**src/sv/qbfp_fifo.sv**
```systemverilog
// Small first-in first-out word queue in flip-flops, head shown without delay.
// Used between the front and back pipelines and at the result side.
// No dependencies.
module qbfp_fifo #(
    parameter int WIDTH = 24,
    parameter int DEPTH = 4
) (
    input  logic             i_clk,
    input  logic             i_rst_n,
    input  logic             i_push,
    input  logic [WIDTH-1:0] i_data,
    output logic             o_full,
    input  logic             i_pop,
    output logic [WIDTH-1:0] o_data,
    output logic             o_empty
);

    localparam int PTR_W = (DEPTH > 1) ? $clog2(DEPTH) : 1;
    localparam int CNT_W = $clog2(DEPTH + 1);

    logic [WIDTH-1:0] r_mem [DEPTH];
    logic [PTR_W-1:0] r_wr_ptr, n_wr_ptr;
    logic [PTR_W-1:0] r_rd_ptr, n_rd_ptr;
    logic [CNT_W-1:0] r_count, n_count;
    logic             wr;
    logic             rd;

    assign o_full  = (r_count == CNT_W'(DEPTH));
    assign o_empty = (r_count == '0);
    assign wr      = i_push && !o_full;
    assign rd      = i_pop && !o_empty;
    assign o_data  = r_mem[r_rd_ptr];

    always_comb begin
        n_wr_ptr = r_wr_ptr;
        n_rd_ptr = r_rd_ptr;
        if (wr) begin
            n_wr_ptr = (r_wr_ptr == PTR_W'(DEPTH - 1)) ? '0 : r_wr_ptr + 1'b1;
        end
        if (rd) begin
            n_rd_ptr = (r_rd_ptr == PTR_W'(DEPTH - 1)) ? '0 : r_rd_ptr + 1'b1;
        end
        case ({wr, rd})
            2'b10:   n_count = r_count + 1'b1;
            2'b01:   n_count = r_count - 1'b1;
            default: n_count = r_count;
        endcase
    end

    always_ff @(posedge i_clk) begin
        if (!i_rst_n) begin
            r_wr_ptr <= '0;
            r_rd_ptr <= '0;
            r_count  <= '0;
        end else begin
            r_wr_ptr <= n_wr_ptr;
            r_rd_ptr <= n_rd_ptr;
            r_count  <= n_count;
        end
    end

    always_ff @(posedge i_clk) begin
        if (wr) begin
            r_mem[r_wr_ptr] <= i_data;
        end
    end

`ifndef SYNTHESIS
    a_count_bound: assert property (@(posedge i_clk) disable iff (!i_rst_n)
        r_count <= CNT_W'(DEPTH))
        else $error("queue count beyond depth");

    a_count_up: assert property (@(posedge i_clk) disable iff (!i_rst_n)
        (wr && !rd) |=> (r_count == $past(r_count) + 1'b1))
        else $error("queue count did not advance on write");

    a_drain: assert property (@(posedge i_clk) disable iff (!i_rst_n)
        (rd && !wr && r_count == CNT_W'(1)) |=> o_empty)
        else $error("queue not empty after last word read");
`endif

endmodule

```
**config.mk**
```make
export PLATFORM = sky130hd
export DESIGN_NAME = qbfp_fifo
export DESIGN_NICKNAME = d
export VERILOG_FILES = /design/src/sv/qbfp_fifo.sv
export SDC_FILE = /design/constraint.sdc
export NUM_CORES = 1
export LEC_CHECK = 0
export BUFFER_PORTS_ARGS = -buffer_cell sky130_fd_sc_hd__buf_2
export CAP_MARGIN = 30
export CORE_ASPECT_RATIO = 2
export CORE_MARGIN = 5
export CORE_UTILIZATION = 55
export CTS_CLUSTER_SIZE = 12
export DETAILED_ROUTE_END_ITERATION = 6
export PLACE_DENSITY = 0.89
export SLEW_MARGIN = 20
export SYNTH_ARGS = -nofsm -noshare
export SYNTH_HDL_FRONTEND = slang
export SYNTH_SLANG_ARGS = --single-unit
```
**constraint.sdc**
```tcl
create_clock -name i_clk -period 5.12 [get_ports i_clk]
set_input_delay 1.28 -clock i_clk [delete_from_list [all_inputs] [get_ports i_clk]]
set_output_delay 1.28 -clock i_clk [all_outputs]
set_load 0.02 [all_outputs]
```
==> results.md, run 1 <==
* Layout overhead on the synthesized area at 16.8%
* Vias/cell at 5.58
* Tot Pwr at 2.36 mW
* Vias at 1891
* Final hold violations at 0
* Post-CTS Hold Fix Bufs at 0
* Layout cell share with drive strength beyond 1 at 0.385
* Drt first-iter violations at 135
* IO buf count at 53
* P per Cell Area at 506 nW/um2
* Layout Skew at 5.35 ps
* CTS Root Cell: clkbuf_16
* Worst-Margin Slew at 842 ps
* H-tree depth at 3
* Initial Util at 0.559
* VDD IR max at 0.000365 V
* Setup Crit Path Kind: flop to primary output
* Critical-path maximum fanout at 24
* Seq/Total Area, Yosys at 0.766
* FF+latch count, synth at 105
* FF-to-FF End: r_count[2]
* Gr ovfl total at 0
* Max-cap violations at 0
* Post-CTS setup buffer count at 0
* Antenna violations before repair at 0
* CP endpoint kind: primary output
* Worst Setup EP: o_data[5]
* Max Slew Vio Count at 0
* Post-synthesis cell type count at 25
* CP Data Arrival Time at 2080 ps
* Startpoint types: flop
* Antenna-violating nets left at 0
* Static Leak at 1.63 nW
* Boundary pin count at 54
* Synthesized netlist cell count at 182
* Status: finished clean
* Worst-path cell chain: mux4_1 > buf_2
* Width of the chip at 70.3 um
* Synth Area per Inst at 22.0 um2
* Worst-Skew Late Latency at 330 ps
* CTS tree: yes
* DP Wirelength at 4610 um
* Gr usage total at 0.167
* CTS Buf Count at 9
* Most frequent cells in the layout: 96 x edfxtp_1, 53 x buf_2, 20 x mux4_2
* Min-delay src: r_wr_ptr[1]
* Syn_nets at 217
* DIE HEIGHT at 131 um
* Achievable Freq at 0.298 GHz
* Warnings from Yosys at 0
* Peak per-stage delay on the critical path at 880 ps
* # nets final at 278
* Resized Gates After CTS at 0
* Setup violations, final at 0
* Area leader, netlist: edfxtp_1
* Reg clk slew, reported paths at 70 ps
* Final Critical Period at 3360 ps
* Antenna Cells at 0
* Rel. slew slack at 0.439
* Vias in the first global route at 2070
* GP Congestion at 0.706
* Number of clock sinks at 105
* Min-delay worst type: flop to flop
* DRC violation count after routing at 0
* Largest net degree at the start of global routing at 25
* Part of the cycle the worst path needs at 0.656
* Setup TNS at 0 ps
* Area share of the largest cell type after synthesis at 0.721
* Clock Path Buffers at 2
* Worst reg2reg startpoint: r_count[2]
* Routed WL at 7000 um
* Leading cell type in the layout, fill and taps excluded: edfxtp_1
* 1st-pass router iterations at 4
* Post-synthesis cell area at 4000 um2
* Floorplan core area at 7160 um2
* Reg2reg setup slack at 2920 ps
* Die Footprint at 9180 um2
* RSZ-0062 raised after global routing: no
* Critical path's slowest cell: dfxtp_2
* Ranking of synthesized cells by area: edfxtp_1 72%, mux4_2 11%, dfxtp_1 4.5%
* R2R depth at 9
* First-pass GRT wire length at 11100 um
* Routed len/inst at 20.6 um
* WP data required at 3840 ps
* # rows at 44
## worst min-delay path by stage
stage | endpoint | slack (ps) | cells past startpoint
floorplan | r_wr_ptr[1] | 470 | 2
global placement | r_wr_ptr[1] | 480 | 2
detailed placement | r_wr_ptr[1] | 510 | 2
CTS | r_wr_ptr[1] | 510 | 2
global route | r_wr_ptr[1] | 560 | 2
finish | r_wr_ptr[1] | 520 | 2
## sequential cells by signal, summed over array words and instances, names as in the netlist, named ones only
name	cells
r_mem	96
r_count	3
r_rd_ptr	2
r_wr_ptr	2
## layer usage
layer | track usage | share of wire | vias up
li1 | - | - | 852
met1 | 0.187 | 0.36 | 964
met2 | 0.303 | 0.56 | 69
met3 | 0.0406 | 0.069 | 6
met4 | 0.0677 | 0.015 | 0
met5 | 0 | 0 | -
## where the power goes
group / leakage, nW / total [mW] / switching [mW] / internal (mW)
sequential: 0.955 / 1.13 / 0.0858 / 1.04
combinational: 0.522 / 0.527 / 0.285 / 0.242
clock: 0.148 / 0.709 / 0.282 / 0.428
total: 1.63 / 2.36 / 0.653 / 1.71
## cells in the mapped netlist
master and count:
edfxtp_1 96, nor3_1 1, o31ai_1 1, mux4_1 4
inv_1 7, mux2i_1 2, nor2b_1 1, buf_6 1
buf_12 2, clkbuf_1 2, xnor2_1 1, nor3b_2 1
mux4_2 20, nor2_1 2, xor2_1 1, a21boi_0 1
and2_1 6, nand2_1 7, o21ai_0 4, fa_1 1
dfxtp_1 9, or3_1 1, buf_2 3, nand3_1 2
ha_1 6
## stage by stage
| stage | setup slack (ps) | util | instance area [um2] | hold slack, ps | cells |
|---|---|---|---|---|---|
| floorplan | 2290 | - | 4000 | 468 | 182 |
| global placement | 2110 | 0.606 | 4340 | 478 | 323 |
| detailed placement | 2060 | 0.608 | 4350 | 505 | 324 |
| CTS | 1680 | 0.652 | 4670 | 514 | 339 |
| global route | 1580 | 0.652 | 4670 | 558 | 339 |
| finish | 1760 | 0.652 | 4670 | 516 | 339 |
## worst max-delay path, delay by kind of cell, from the launching register on
| family | cells | cell delay [ps] |
|---|---|---|
| buffers and inverters | 1 | 180 |
| multiplexers | 1 | 680 |
| flip-flops | 1 | 880 |
## cell type report
cell class                      instances  area, um2
Clock inverter                          6       92.6
Clock buffer                            9        225
Inverter                                7       26.3
Fill cell                             507       2490
Timing Repair Buffer                   58        310
Sequential cell                       105       3060
Multi-Input combinational cell         62        835
Tap cell                               92        115
## cell families (layout without fill, tap and decap cells)
logic type,Yosys count,count (layout),share of synthesized area
muxes,26,26,0.144
adders and majority gates,7,7,0.0238
AOI/OAI and AO/OA,6,6,0.00877
and+or+nand+nor,21,21,0.0279
xor gates and xnor gates,2,2,0.00438
DFF,105,105,0.766
buffers and inverters,15,80,0.0250
No activity file was read; power rests on OpenSTA's default activity.
==> inputs of run 2 (changes only) <==
- ABC_AREA: unset -> 1
- PLACE_DENSITY: 0.89 -> 0.88
- clock period: 5.12 -> 3.2 ns (I/O delays scaled with it)
==> results.md, run 2 <==
* Initial Util at 0.560 (was 0.559)
* DRC violation count after routing at 0 (unchanged)
* Final Critical Period at 2590 ps
* Layout overhead on the synthesized area at 16.3% (was 16.8%)
* Met2 Track Usage GR at 0.343 (was 0.303)
* Syn_nets at 337 (was 217)
* # nets final at 394 (was 278)
* Area share of the largest cell type after synthesis at 0.682 (was 0.721)
* Warnings from Yosys at 0 (unchanged)
* Buf/Inv on CP at 2 (was 1)
* Floorplan core area at 7540 um2 (was 7160 um2)
* Rel. slew slack at 0.652 (was 0.439)
* Vias in the first global route at 2701 (was 2070)
* Gr usage total at 0.188 (was 0.167)
* Area leader, netlist: edfxtp_1 (unchanged)
* Max Slew Vio Count at 0 (unchanged)
* CP endpoint kind: primary output (unchanged)
* Setup TNS at 0 ps (unchanged)
* Asr flop ratio synth at 0 (unchanged)
* R2R depth at 11 (was 9)
* Post-synthesis cell area at 4230 um2 (was 4000 um2)
* Main synth FF type: edfxtp_1 (unchanged)
* Max-cap violations at 0 (unchanged)
* Die Footprint at 9640 um2 (was 9180 um2)
* Clock Path Buffers at 2 (unchanged)
* 1st-pass router iterations at 4 (unchanged)
* Layout cell share with drive strength beyond 1 at 0.343 (was 0.385)
* VDD IR max at 0.000601 V (was 0.000365 V)
* DP Wirelength at 5350 um (was 4610 um)
* Reg2reg setup slack at 1280 ps (was 2920 ps)
* Vias at 2541 (was 1891)
* Fill count at 558 (was 507)
* Routed WL at 8290 um (was 7000 um)
* Gr busiest metal: met2 (unchanged)
* Leading cell type in the layout, fill and taps excluded: edfxtp_1 (unchanged)
* Resized Gates After CTS at 0 (unchanged)
* Worst-path cell chain: buf_4 > o21ai_0 > o22ai_2 > buf_2 (was mux4_1 > buf_2)
* Critical-path maximum fanout at 48 (was 24)
* Static Leak at 1.81 nW (was 1.63 nW)
* Gr ovfl total at 0 (unchanged)
* Global Route met1 Usage at 0.195 (was 0.187)
* Final hold violations at 0 (unchanged)
* Largest net degree at the start of global routing at 49 (was 25)
* CTS Buf Count at 9 (unchanged)
* Util after Layout at 0.651 (was 0.652)
* IO buf count at 53 (unchanged)
* Status: finished clean (unchanged)
* Place WS at 947 ps (was 2060 ps)
* Post-synth EDFFs at 96 (unchanged)
* Top Registers: r_mem: 96 flops, r_count: 3 flops (unchanged)
* Final WS setup at 607 ps (was 1760 ps)
* Antenna violations before repair at 1 (was 0)
* Most flop-heavy register: r_mem (unchanged)
* Worst-Margin Slew at 522 ps (was 842 ps)
* CP Data Arrival Time at 1790 ps (was 2080 ps)
* Antenna-violating nets left at 0 (unchanged)
* Ranking of synthesized cells by area: edfxtp_1 68%, o22ai_2 5.9%, o21ai_0 5.3% (was edfxtp_1 72%, mux4_2 11%, dfxtp_1 4.5%)
* CP delay by family, top: buffers and inverters (was flip-flops)
* WP data required at 2400 ps (was 3840 ps)
* Peak per-stage delay on the critical path at 400 ps (was 880 ps)
* Seq/Total Area, Yosys at 0.725 (was 0.766)
* GP Congestion at 0.750 (was 0.706)
* Reg clk slew, reported paths at 60 ps (was 70 ps)
* Worst path depth at 4 (was 2)
* Critical path's slowest cell: buf_4 (was dfxtp_2)
* Max reg flops at 96 (unchanged)
* Synthesized netlist cell count at 302 (was 182)
* Synth Area per Inst at 14.0 um2 (was 22.0 um2)
* # rows at 45 (was 44)
* Startpoint types: flop (unchanged)
* Met3 usage at 0.0353 (was 0.0406)
* Achievable Freq at 0.386 GHz
* Most common cell in the synthesized netlist: edfxtp_1 (unchanged)
* DIE HEIGHT at 134 um (was 131 um)
* Multi-input logic area at 1010 um2 (was 835 um2)
* First-pass GRT wire length at 13400 um (was 11100 um)
* H-tree depth at 3 (unchanged)
* FF+latch count, synth at 105 (unchanged)
* RSZ-0062 raised after global routing: no (unchanged)
* Worst Setup EP: o_data[9] (was o_data[5])
* Post-CTS setup buffer count at 0 (unchanged)
* FF-to-FF End: r_count[2] (unchanged)
* Worst-Skew Late Latency at 340 ps (was 330 ps)
* Number of clock sinks at 105 (unchanged)
* Width of the chip at 72.0 um (was 70.3 um)
* Layout Skew at 7.06 ps (was 5.35 ps)
* CTS tree: yes (unchanged)
* Most frequent cells in the layout: 96 x edfxtp_1, 53 x buf_2, 45 x o21ai_0 (was 96 x edfxtp_1, 53 x buf_2, 20 x mux4_2)
* Worst reg2reg startpoint: r_count[1] (was r_count[2])
* Post-CTS Hold Fix Bufs at 0 (unchanged)
* Min-delay worst type: flop to flop (unchanged)
* CTS Root Cell: clkbuf_16 (unchanged)
* Reg area at 3060 um2 (unchanged)
* Routed len/inst at 18.1 um (was 20.6 um)
* Top cells by count, synth: 96 x edfxtp_1, 45 x o21ai_0, 42 x nor2_1 (was 96 x edfxtp_1, 20 x mux4_2, 9 x dfxtp_1)
* Vias/cell at 5.54 (was 5.58)
* Part of the cycle the worst path needs at 0.810
* Boundary pin count at 54 (unchanged)
* Setup violations, final at 0 (unchanged)
* Tot Pwr at 4.17 mW (was 2.36 mW)
* Post-synthesis cell type count at 23 (was 25)
* P per Cell Area at 849 nW/um2 (was 506 nW/um2)
* Setup Crit Path Kind: flop to primary output (unchanged)
* Drt first-iter violations at 160 (was 135)
==> run 2: cell types whose count changed in the layout (fill, tap and decap cells not counted), moves of 6 or more <==
cell     previous run  this run
o22ai_2             0        20
mux4_2             20         0
nor2_1              2        38
and2_1              6         0
inv_1               7        16
nor2_2              0        24
o21ai_0             4        45
==> run 2: area by class of cell <==
type / count / share of cell area
repair buffers: 60 / 0.0672
clock buffers: 12 / 0.0542
well taps: 94 / 0.0239
clock inverters: 4 / 0.0102
multi-input cells: 165 / 0.207
flip-flops and latches: 105 / 0.624
inverters: 18 / 0.0138
diodes: 1 / 0.000509
==> run 2: where the power goes <==
| group | internal (mW) | total [mW] | switching, mW |
|---|---|---|---|
| Combinational | 0.434 | 1.34 | 0.906 |
| Clock | 0.668 | 1.11 | 0.447 |
| Sequential | 1.66 | 1.72 | 0.0597 |
==> run 2: kinds of logic (layout without fill, tap and decap cells) <==
logic type / Yosys count / after routing / synth area share
adder cells (fa/ha/maj): 7 / 7 / 0.0225
AND/OR/NAND/NOR: 80 / 80 / 0.0862
AO/OA/AOI/OAI: 78 / 78 / 0.129
other: 0 / 1 / 0
buffers and inverters: 32 / 94 / 0.0373
flip-flops: 105 / 105 / 0.725
==> run 2: worst min-delay path, delay by kind of cell (launching register included) <==
| kind | cells | cell delay [ps] |
|---|---|---|
| AOI/OAI and AO/OA | 1 | 110 |
| DFF | 1 | 320 |
| and+or+nand+nor | 1 | 70 |
==> run 2: worst min path at each step <==
stage / start / to / slack (ps) / depth (start not counted)
after floorplan: r_rd_ptr[1] / flop / 480 / 2
after global placement: r_rd_ptr[1] / r_rd_ptr[1] / 510 / 2
after detailed placement: r_rd_ptr[1] / flop / 540 / 2
after CTS: r_rd_ptr[1] / flop / 540 / 2
after global routing: r_count[0] / r_count[0] / 570 / 2
final: r_rd_ptr[1] / flop / 540 / 2
==> run 2: stage by stage <==
step | instance area (um2) | hold WS (ps) | cells
after global routing | 4910 | 573 | 459
final | 4910 | 541 | 459
after CTS | 4910 | 542 | 458
after floorplan | 4230 | 483 | 302
after detailed placement | 4590 | 538 | 442
after global placement | 4590 | 506 | 442
==> run 2: metal layers <==
metal	vias up	share of wire	routed length [um]
met4	0	0.032	265
li1	1206	-	-
met3	20	0.043	358
met1	1237	0.35	2890
met5	-	0	0
met2	78	0.58	4770
